[src/rtl/srle_pkg.sv]
`timescale 1ns / 1ps

package srle_pkg;

  // Longest run, in pixels
  localparam logic [6:0] MAX_RUN   = 7'd127;
  // Row-end marker, also the transparent-run flag bit
  localparam logic [7:0] MARK_BYTE = 8'h80;

  // Which value the datapath drives onto the byte stream
  typedef enum logic [1:0] {
    SRC_TRANS = 2'd0,  // 0x80 | run length
    SRC_LEN   = 2'd1,  // opaque run length
    SRC_LIT   = 2'd2,  // buffered literal
    SRC_MARK  = 2'd3   // row-end marker
  } byte_src_t;

  // Controller -> datapath
  typedef struct packed {
    logic      load_in;     // capture the input beat
    logic      do_update;   // add the held pixel to the run
    logic      clear_run;   // row finished, no run open
    logic      byte_valid;  // a byte is offered to the packer
    logic      byte_final;  // it is the last byte of this pixel
    byte_src_t byte_src;
  } srle_cmd_t;

  // Datapath -> controller
  typedef struct packed {
    logic close_run;          // open run must be closed before this pixel
    logic run_transparent;
    logic pixel_transparent;
    logic row_end;
    logic lit_last;           // literal index is at the end of the run
    logic byte_take;          // packer took the offered byte
  } srle_stat_t;

endpackage

[src/rtl/srle_ctrl.sv]
`timescale 1ns / 1ps

module srle_ctrl (
  input  logic               clk,
  input  logic               rst,
  input  logic               in_valid,
  output logic               in_ready,
  input  srle_pkg::srle_stat_t stat,
  output srle_pkg::srle_cmd_t  cmd
);
  import srle_pkg::*;

  typedef enum logic [6:0] {
    ST_IDLE   = 7'b0000001,
    ST_DECIDE = 7'b0000010,
    ST_TRANS  = 7'b0000100,
    ST_LEN    = 7'b0001000,
    ST_LIT    = 7'b0010000,
    ST_UPDATE = 7'b0100000,
    ST_MARK   = 7'b1000000
  } state_t;

  state_t state, state_next;
  // 0: closing the previous run, 1: closing the run at row end
  logic   phase, phase_next;
  state_t after_update;
  logic   phase_after;

  // Where to go once the pixel has joined its run
  always_comb begin
    phase_after  = phase;
    after_update = ST_IDLE;
    if (stat.row_end) begin
      if (stat.pixel_transparent) begin
        after_update = ST_MARK;
      end else begin
        after_update = ST_LEN;
        phase_after  = 1'b1;
      end
    end
  end

  // Next state and commands
  always_comb begin
    state_next     = state;
    phase_next     = phase;
    in_ready       = 1'b0;
    cmd            = '0;
    cmd.byte_src   = SRC_MARK;
    unique case (state)
      ST_IDLE: begin
        in_ready = 1'b1;
        if (in_valid) begin
          cmd.load_in = 1'b1;
          state_next  = ST_DECIDE;
        end
      end
      ST_DECIDE: begin
        if (stat.close_run) begin
          phase_next = 1'b0;
          state_next = stat.run_transparent ? ST_TRANS : ST_LEN;
        end else begin
          cmd.do_update = 1'b1;
          phase_next    = phase_after;
          state_next    = after_update;
        end
      end
      ST_TRANS: begin
        cmd.byte_valid = 1'b1;
        cmd.byte_src   = SRC_TRANS;
        cmd.byte_final = !stat.row_end;
        if (stat.byte_take) state_next = ST_UPDATE;
      end
      ST_LEN: begin
        cmd.byte_valid = 1'b1;
        cmd.byte_src   = SRC_LEN;
        if (stat.byte_take) state_next = ST_LIT;
      end
      ST_LIT: begin
        cmd.byte_valid = 1'b1;
        cmd.byte_src   = SRC_LIT;
        cmd.byte_final = stat.lit_last && !phase && !stat.row_end;
        if (stat.byte_take && stat.lit_last) begin
          state_next = phase ? ST_MARK : ST_UPDATE;
        end
      end
      ST_UPDATE: begin
        cmd.do_update = 1'b1;
        phase_next    = phase_after;
        state_next    = after_update;
      end
      ST_MARK: begin
        cmd.byte_valid = 1'b1;
        cmd.byte_src   = SRC_MARK;
        cmd.byte_final = 1'b1;
        if (stat.byte_take) begin
          cmd.clear_run = 1'b1;
          state_next    = ST_IDLE;
        end
      end
      default: state_next = ST_IDLE;
    endcase
  end

  always_ff @(posedge clk) begin
    if (rst) begin
      state <= ST_IDLE;
      phase <= 1'b0;
    end else begin
      state <= state_next;
      phase <= phase_next;
    end
  end

endmodule

[src/rtl/srle_dp.sv]
`timescale 1ns / 1ps

module srle_dp (
  input  logic                 clk,
  input  logic                 rst,
  input  logic [7:0]           pixel,
  input  logic                 row_end,
  output logic                 out_valid,
  input  logic                 out_ready,
  output logic [7:0]           byte0,
  output logic [7:0]           byte1,
  output logic [7:0]           byte2,
  output logic [7:0]           byte3,
  output logic [2:0]           byte_count,
  output logic                 last,
  input  srle_pkg::srle_cmd_t  cmd,
  output srle_pkg::srle_stat_t stat
);
  import srle_pkg::*;

  // Held input beat
  logic [7:0] pixel_q;
  logic       row_end_q;
  logic       pix_tr;

  // Run state
  logic       run_open;
  logic       run_transparent;
  logic [6:0] run_length;
  logic       close_run;
  logic       new_run;
  logic [6:0] base;

  // Literal buffer, one write and one registered read port
  logic [7:0] lit_mem [128];
  logic [6:0] lit_idx, lit_idx_next;
  logic [7:0] lit_rd;

  // Byte stream and packer
  logic [7:0] byte_val;
  logic       byte_take;
  logic       word_done;
  logic [1:0] acc_cnt;
  logic [7:0] acc [3];
  logic [7:0] word [4];

  always_ff @(posedge clk) begin
    if (cmd.load_in) begin
      pixel_q   <= pixel;
      row_end_q <= row_end;
    end
  end

  assign pix_tr    = (pixel_q == 8'd0);
  assign close_run = run_open &&
                     ((pix_tr != run_transparent) || (run_length == MAX_RUN));
  assign new_run   = !run_open || close_run;
  assign base      = new_run ? 7'd0 : run_length;

  // Run bookkeeping
  always_ff @(posedge clk) begin
    if (rst) begin
      run_open        <= 1'b0;
      run_transparent <= 1'b0;
      run_length      <= 7'd0;
    end else if (cmd.do_update) begin
      run_open        <= 1'b1;
      run_transparent <= pix_tr;
      run_length      <= 7'(base + 7'd1);
    end else if (cmd.clear_run) begin
      run_open   <= 1'b0;
      run_length <= 7'd0;
    end
  end

  // Literal write on an opaque pixel
  always_ff @(posedge clk) begin
    if (cmd.do_update && !pix_tr) begin
      lit_mem[base] <= pixel_q;
    end
  end

  // Read pointer: restart at the length byte, step on each literal taken
  always_comb begin
    lit_idx_next = lit_idx;
    if (cmd.byte_valid && cmd.byte_src == SRC_LEN) begin
      lit_idx_next = 7'd0;
    end else if (byte_take && cmd.byte_src == SRC_LIT) begin
      lit_idx_next = 7'(lit_idx + 7'd1);
    end
  end

  always_ff @(posedge clk) begin
    lit_idx <= lit_idx_next;
    lit_rd  <= lit_mem[lit_idx_next];
  end

  // Byte source select
  always_comb begin
    unique case (cmd.byte_src)
      SRC_TRANS: byte_val = MARK_BYTE | {1'b0, run_length};
      SRC_LEN:   byte_val = {1'b0, run_length};
      SRC_LIT:   byte_val = lit_rd;
      SRC_MARK:  byte_val = MARK_BYTE;
      default:   byte_val = MARK_BYTE;
    endcase
  end

  assign byte_take = cmd.byte_valid && (!out_valid || out_ready);
  assign word_done = byte_take && ((acc_cnt == 2'd3) || cmd.byte_final);

  // Word being closed: held bytes, the new byte, zeros above
  always_comb begin
    for (int i = 0; i < 3; i++) begin
      if (2'(i) < acc_cnt)       word[i] = acc[i];
      else if (2'(i) == acc_cnt) word[i] = byte_val;
      else                       word[i] = 8'd0;
    end
    word[3] = (acc_cnt == 2'd3) ? byte_val : 8'd0;
  end

  // Packer accumulator
  always_ff @(posedge clk) begin
    if (rst) begin
      acc_cnt <= 2'd0;
    end else if (word_done) begin
      acc_cnt <= 2'd0;
    end else if (byte_take) begin
      acc_cnt <= 2'(acc_cnt + 2'd1);
    end
  end

  always_ff @(posedge clk) begin
    for (int i = 0; i < 3; i++) begin
      if (byte_take && !word_done && acc_cnt == 2'(i)) acc[i] <= byte_val;
    end
  end

  // Output register
  always_ff @(posedge clk) begin
    if (rst) begin
      out_valid <= 1'b0;
    end else if (word_done) begin
      out_valid <= 1'b1;
    end else if (out_ready) begin
      out_valid <= 1'b0;
    end
  end

  always_ff @(posedge clk) begin
    if (word_done) begin
      byte0      <= word[0];
      byte1      <= word[1];
      byte2      <= word[2];
      byte3      <= word[3];
      byte_count <= 3'({1'b0, acc_cnt} + 3'd1);
      last       <= cmd.byte_final;
    end
  end

  always_comb begin
    stat.close_run         = close_run;
    stat.run_transparent   = run_transparent;
    stat.pixel_transparent = pix_tr;
    stat.row_end           = row_end_q;
    stat.lit_last          = (lit_idx == 7'(run_length - 7'd1));
    stat.byte_take         = byte_take;
  end

endmodule

[src/rtl/sprite_row_rle_encoder_unit.sv]
`timescale 1ns / 1ps

// Sprite row run-length encoder. Takes one 8-bit palette pixel per input beat
// (0 is transparent) with a row-end flag and emits the encoded byte stream
// packed into words of up to four bytes; the last word caused by a pixel has
// last set, and a pixel that closes no run and ends no row gives no word.
// Flow: a pixel that produces no bytes is accepted, then decided and updated.
// The packer takes one byte per cycle while the output register can take a
// word, and the literal buffer has a single read port; closing a run before
// the new pixel adds an update step. Draining an opaque run sends its length
// byte and then its literals, so the worst pixel is a full opaque run closed,
// then a one-pixel opaque row tail. A full output word waits in an output
// register; the encoder keeps producing bytes while that register is empty
// or being taken in the same cycle.
module sprite_row_rle_encoder_unit (
  input  logic       clk,
  input  logic       rst,
  input  logic       in_valid,
  output logic       in_ready,
  input  logic [7:0] pixel,
  input  logic       row_end,
  output logic       out_valid,
  input  logic       out_ready,
  output logic [7:0] byte0,
  output logic [7:0] byte1,
  output logic [7:0] byte2,
  output logic [7:0] byte3,
  output logic [2:0] byte_count,
  output logic       last
);
  import srle_pkg::*;

  srle_cmd_t  cmd;
  srle_stat_t stat;

  srle_ctrl u_ctrl (
    .clk      (clk),
    .rst      (rst),
    .in_valid (in_valid),
    .in_ready (in_ready),
    .stat     (stat),
    .cmd      (cmd)
  );

  srle_dp u_dp (
    .clk        (clk),
    .rst        (rst),
    .pixel      (pixel),
    .row_end    (row_end),
    .out_valid  (out_valid),
    .out_ready  (out_ready),
    .byte0      (byte0),
    .byte1      (byte1),
    .byte2      (byte2),
    .byte3      (byte3),
    .byte_count (byte_count),
    .last       (last),
    .cmd        (cmd),
    .stat       (stat)
  );

  // No byte is offered while waiting for a pixel
  a_idle_quiet: assert property (@(posedge clk) disable iff (rst)
    in_ready |-> !cmd.byte_valid)
    else $error("byte offered while idle");

  // One pixel at a time
  a_one_item: assert property (@(posedge clk) disable iff (rst)
    (in_valid && in_ready) |=> !in_ready)
    else $error("input taken twice back to back");

  // Word size in range
  a_count_range: assert property (@(posedge clk) disable iff (rst)
    out_valid |-> (byte_count != 3'd0 && byte_count <= 3'd4))
    else $error("byte_count out of range");

  // Unused byte lanes are zero in a one-byte word
  a_zero_fill: assert property (@(posedge clk) disable iff (rst)
    (out_valid && byte_count == 3'd1) |-> (byte1 == 8'd0 && byte2 == 8'd0 &&
                                           byte3 == 8'd0))
    else $error("unused byte lanes not zero");

endmodule

[config.mk]
export PLATFORM = sky130hd
export DESIGN_NAME = sprite_row_rle_encoder_unit
export DESIGN_NICKNAME = d
export VERILOG_FILES = /design/src/rtl/srle_pkg.sv /design/src/rtl/srle_ctrl.sv /design/src/rtl/srle_dp.sv /design/src/rtl/sprite_row_rle_encoder_unit.sv
export SDC_FILE = /design/constraint.sdc
export NUM_CORES = 1
export LEC_CHECK = 0
export ABC_AREA = 1
export BUFFER_PORTS_ARGS = -buffer_cell sky130_fd_sc_hd__buf_2
export CAP_MARGIN = 20
export CORE_ASPECT_RATIO = 0.5
export CORE_MARGIN = 2
export CORE_UTILIZATION = 39
export DETAILED_ROUTE_END_ITERATION = 12
export GPL_TIMING_DRIVEN = 0
export PLACE_DENSITY = 0.59
export SYNTH_ARGS = -nofsm -noshare
export SYNTH_HDL_FRONTEND = slang
export SYNTH_SLANG_ARGS = --single-unit
export TNS_END_PERCENT = 20
[constraint.sdc]
create_clock -name clk -period 4.85 [get_ports clk]
set_clock_uncertainty 0.1 [all_clocks]
set_input_delay 0.7275 -clock clk [delete_from_list [all_inputs] [get_ports clk]]
set_output_delay 0.7275 -clock clk [all_outputs]
set_load 0.01 [all_outputs]
==> impl_metrics.py <==
metrics = {
    "status": {
        "status": "finished, violations left",
        "failed_checks": "setup timing",
    },
    "timing": {
        "timing.final.setup_violations": 97,
        "timing.final.hold_violations": 0,
        "fraction_of_the_cycle_the_final_worst_path_needs": 1.04,
        "slew-limit-headroom": 0.0854,
        "finalWorstSetupSlack_ns": -0.216,
        "fmaxAchievable_mhz": 197,
        "finalWorstPathRequiredPeriod_ns": 5.07,
        "tightest_slew_ns": 1.37,
        "drv_slew": 0,
        "finalHoldWorstSlack_ns": 0.0695,
        "unrepaired_setup_endpoints_after_global_routing": "true",
        "final.setup.tns_ns": -7.00,
    },
    "logic_synthesis": {
        "mappedNetlistArea_sq_um": 49900,
        "synth_adder_area_share": 0.00200,
        "avgSynthCellArea_sq_um": 10.4,
        "post_synth_mux_area_share": 0,
        "synthesis.nets": 4814,
        "yosys.cell_types.count": 37,
        "synthesis.yosys.warnings": 0,
        "postSynthRegisterBits": 1128,
        "synth-seq-area-share": 0.671,
        "number_of_instances_in_the_synthesized_netlist": 4793,
        "yosys.area_share.xor_xnor": 0.00246,
        "largest_family_of_logic_cells_by_synthesized_area": "simple AND/OR/NAND/NOR gates",
        "synth_compound_area_frac": 0.0163,
        "area_fraction_in_and_or_nand_and_nor_cells_after_synthesis": 0.217,
    },
    "floorplan": {
        "ios": 51,
        "start_util": 0.395,
        "num_rows": 92,
        "die_height_microns": 257,
        "dieWidth_microns": 510,
        "die_area_sq_um": 131000,
        "core-area_sq_um": 127000,
    },
    "route": {
        "drt_iter0_drc": 6232,
        "drt_pass1_iterations": 7,
        "detail_route.wirelength_mm": 194,
        "ant_nets": 0,
        "post-route-drc-count": 0,
        "dr_total_vias": 38700,
        "via_density_per_instance": 5.66,
        "wl_per_cell_microns": 28.4,
    },
    "power": {
        "cellLeakagePower_nw": 23.3,
        "ir_drop_mv": 0.315,
        "internal_power_mw": 17.8,
        "p_clk_frac": 0.305,
        "power.share.combinational": 0.276,
        "power.share.sequential": 0.419,
        "p_sw_frac": 0.349,
        "power-per-cell-area_nw_per_um2": 472,
        "power.total_mw": 27.3,
        "power_switching_mw": 9.53,
    },
    "final_layout": {
        "most_common_library_cell_in_the_layout_ignoring_fill_and_taps": "sky130_fd_sc_hd__edfxtp_1",
        "layout.cells.most_common_list": "sky130_fd_sc_hd__edfxtp_1 (1093), sky130_fd_sc_hd__nand2_1 (963), sky130_fd_sc_hd__nand3_1 (853), sky130_fd_sc_hd__inv_1 (847), sky130_fd_sc_hd__nand4_1 (311)",
        "syn2layout_area_growth_pct": 15.9,
        "n_fill_cell": 11700,
        "fin_area_sq_um": 57900,
        "fin_nets": 5073,
        "final_layout_size_suffix_gt1_frac": 0.111,
    },
    "clock_tree": {
        "cts_root_buf": "sky130_fd_sc_hd__clkbuf_16",
        "cts-root-to-sink-buffers": 3,
        "clock_tree_from_tritoncts": "done",
        "path_clk_slew_ns": 0.07,
        "clock_latency_reported_for_the_late_side_of_the_worst_skew_pair_ns": 0.73,
        "numCtsBuffers": 105,
        "cts_sinks": 1128,
        "cts_htree_levels": 3,
    },
    "setup_path": {
        "critical_path_arrival_ns": 5.33,
        "timing.setup.critical_path_class": "register to register",
        "timing.critical_path.to_type": "register",
        "register_to_register_setup_slack_ns": -0.22,
        "crit_path_max_fanout": 17,
        "worst_ep_required_time_ns": 5.11,
        "start_kind": "register",
    },
    "placement": {
        "buffer_ports.inserted": 50,
        "hpwl_after_dpl_mm": 142,
        "gp_congestion": 0.993,
        "placement.cell_area_sq_um": 54200,
    },
    "worst_hold_path": {
        "min_path_type": "input pin to register",
    },
    "global_route": {
        "grt_util_all_layers": 0.291,
        "first_global_vias": 35700,
        "largest_net_degree_at_the_start_of_global_routing": 29,
        "antenna_found_initial": 9,
        "grt_first_pass_wirelength_mm": 269,
        "grt_overflow_total": 0,
    },
    "run": {
        "drv_cap": 0,
    },
}
## cell families (layout without fill, tap and decap cells)
| kind of cell | after synthesis | after routing |
|---|---|---|
| simple gates | 2358 | 2358 |
| other cells | 0 | 5 |
| xor+xnor | 14 | 14 |
| fa+ha+maj | 8 | 8 |
| buf+inv | 1155 | 1497 |
| compound gates | 130 | 130 |
| flops | 1128 | 1128 |
## final timing paths
path | cells after the start | startpoint | end
hold reg to reg | 2 | u_ctrl.state[2]$_SDFFE_PP0P_ | u_ctrl.state[2]$_SDFFE_PP0P_
setup reg to reg | 10 | u_dp.pixel_q[7]$_DFFE_PP_ | u_dp.lit_mem[49][3]$_DFFE_PP_
hold / removal | 1 | pixel[1] | u_dp.pixel_q[1]$_DFFE_PP_
setup / recovery | 10 | u_dp.pixel_q[7]$_DFFE_PP_ | u_dp.lit_mem[49][3]$_DFFE_PP_
## cell usage after synthesis, drive strengths merged
cell type,n,area share
edfxtp,1093,0.66
nand2,970,0.073
nand3,858,0.086
inv,854,0.064
nand4,312,0.039
nor2,200,0.016
buf,174,0.017
clkbuf,124,0.0093
o211ai,57,0.0086
o21ai,43,0.0043
dfxtp,35,0.014
a21oi,20,0.0020
nor3,12,0.0013
xor2,10,0.0018
ha,8,0.0020
o22ai,7,0.00088
nor4,4,0.00050
xnor2,4,0.00070
clkinv,3,0.00023
a211oi,1,0.00015
a22o,1,0.00018
nor3b,1,0.00038
o32ai,1,0.00018
or2,1,0.00013
## cell type report
| cell class | instances | area, sq um | share of cell area |
|---|---|---|---|
| diodes | 5 | 12.5 | 0.000216 |
| plain buffers | 298 | 1340 | 0.0231 |
| clock buffers | 122 | 2720 | 0.0470 |
| clock inverters | 68 | 589 | 0.0102 |
| inverters | 857 | 3220 | 0.0556 |
| multi-input cells | 2510 | 12200 | 0.210 |
| flip-flops and latches | 1128 | 33500 | 0.579 |
| well taps | 1692 | 2120 | 0.0366 |
| repair buffers | 152 | 2200 | 0.0380 |
## stage by stage
step	utilization	std cells	worst slack, ns
after detailed placement	0.428	6626	-0.901
after global routing	0.457	6827	-0.290
after CTS	0.455	6818	-0.184
final	0.458	6832	-0.216
after floorplan	-	4793	0.530
after global placement	0.414	6535	-4.54
## power groups by stage
stage	combinational (mW)	sequential (mW)	clock, mW
detailed placement	7.24	11.7	0
global placement	5.83	12.6	0
floorplan	3.30	11.9	0
CTS	7.28	11.4	8.33
global route	7.83	11.4	8.74
finish	7.55	11.4	8.33
## layer usage
layer	GRT usage	vias to the layer above	share of wire
li1	-	16700	-
met1	0.423	19200	0.42
met2	0.411	2432	0.41
met3	0.0933	331	0.14
met4	0.0929	4	0.032
met5	0	-	0.00014
## registers in the layout, summed over array words and instances, names as in the netlist
name and cells:
u_dp.lit_rd 8, u_dp.byte_count 3, u_ctrl.phase 1, u_dp.pixel_q 8, u_dp.byte1 8, u_dp.last 1
u_dp.byte3 8, u_dp.run_length 7, u_dp.run_transparent 1, u_dp.lit_mem 1024, u_dp.run_open 1, u_dp.byte0 8
u_dp.byte2 8, u_ctrl.state 7, u_dp.lit_idx 7, u_dp.out_valid 1, u_dp.acc_cnt 2, u_dp.acc 24
u_dp.row_end_q 1
## worst max-delay path: stages (launching register included)
cell and delay, ns:
sky130_fd_sc_hd__edfxtp_1 0.65, sky130_fd_sc_hd__buf_16 0.27, sky130_fd_sc_hd__nor2_1 0.11, sky130_fd_sc_hd__nand4_1 0.18, sky130_fd_sc_hd__xor2_1 0.22, sky130_fd_sc_hd__nand3_1 0.39
sky130_fd_sc_hd__nor2_1 0.27, sky130_fd_sc_hd__inv_1 0.09, sky130_fd_sc_hd__nor2_1 0.89, sky130_fd_sc_hd__nand2_1 0.56, sky130_fd_sc_hd__nor2_1 0.92
## what timing repair did
| item | CTS | global route |
|---|---|---|
| hold buffers | 0 | 0 |
| gates cloned | 0 | 0 |
| pin swaps | 1 | 0 |
| resized for setup | 40 | 66 |
| setup buffers | 2 | 0 |
| endpoints found under the hold margin | 0 | 0 |
| setup endpoints to repair | 815 | 703 |
Power figures use the tool's default switching activity.
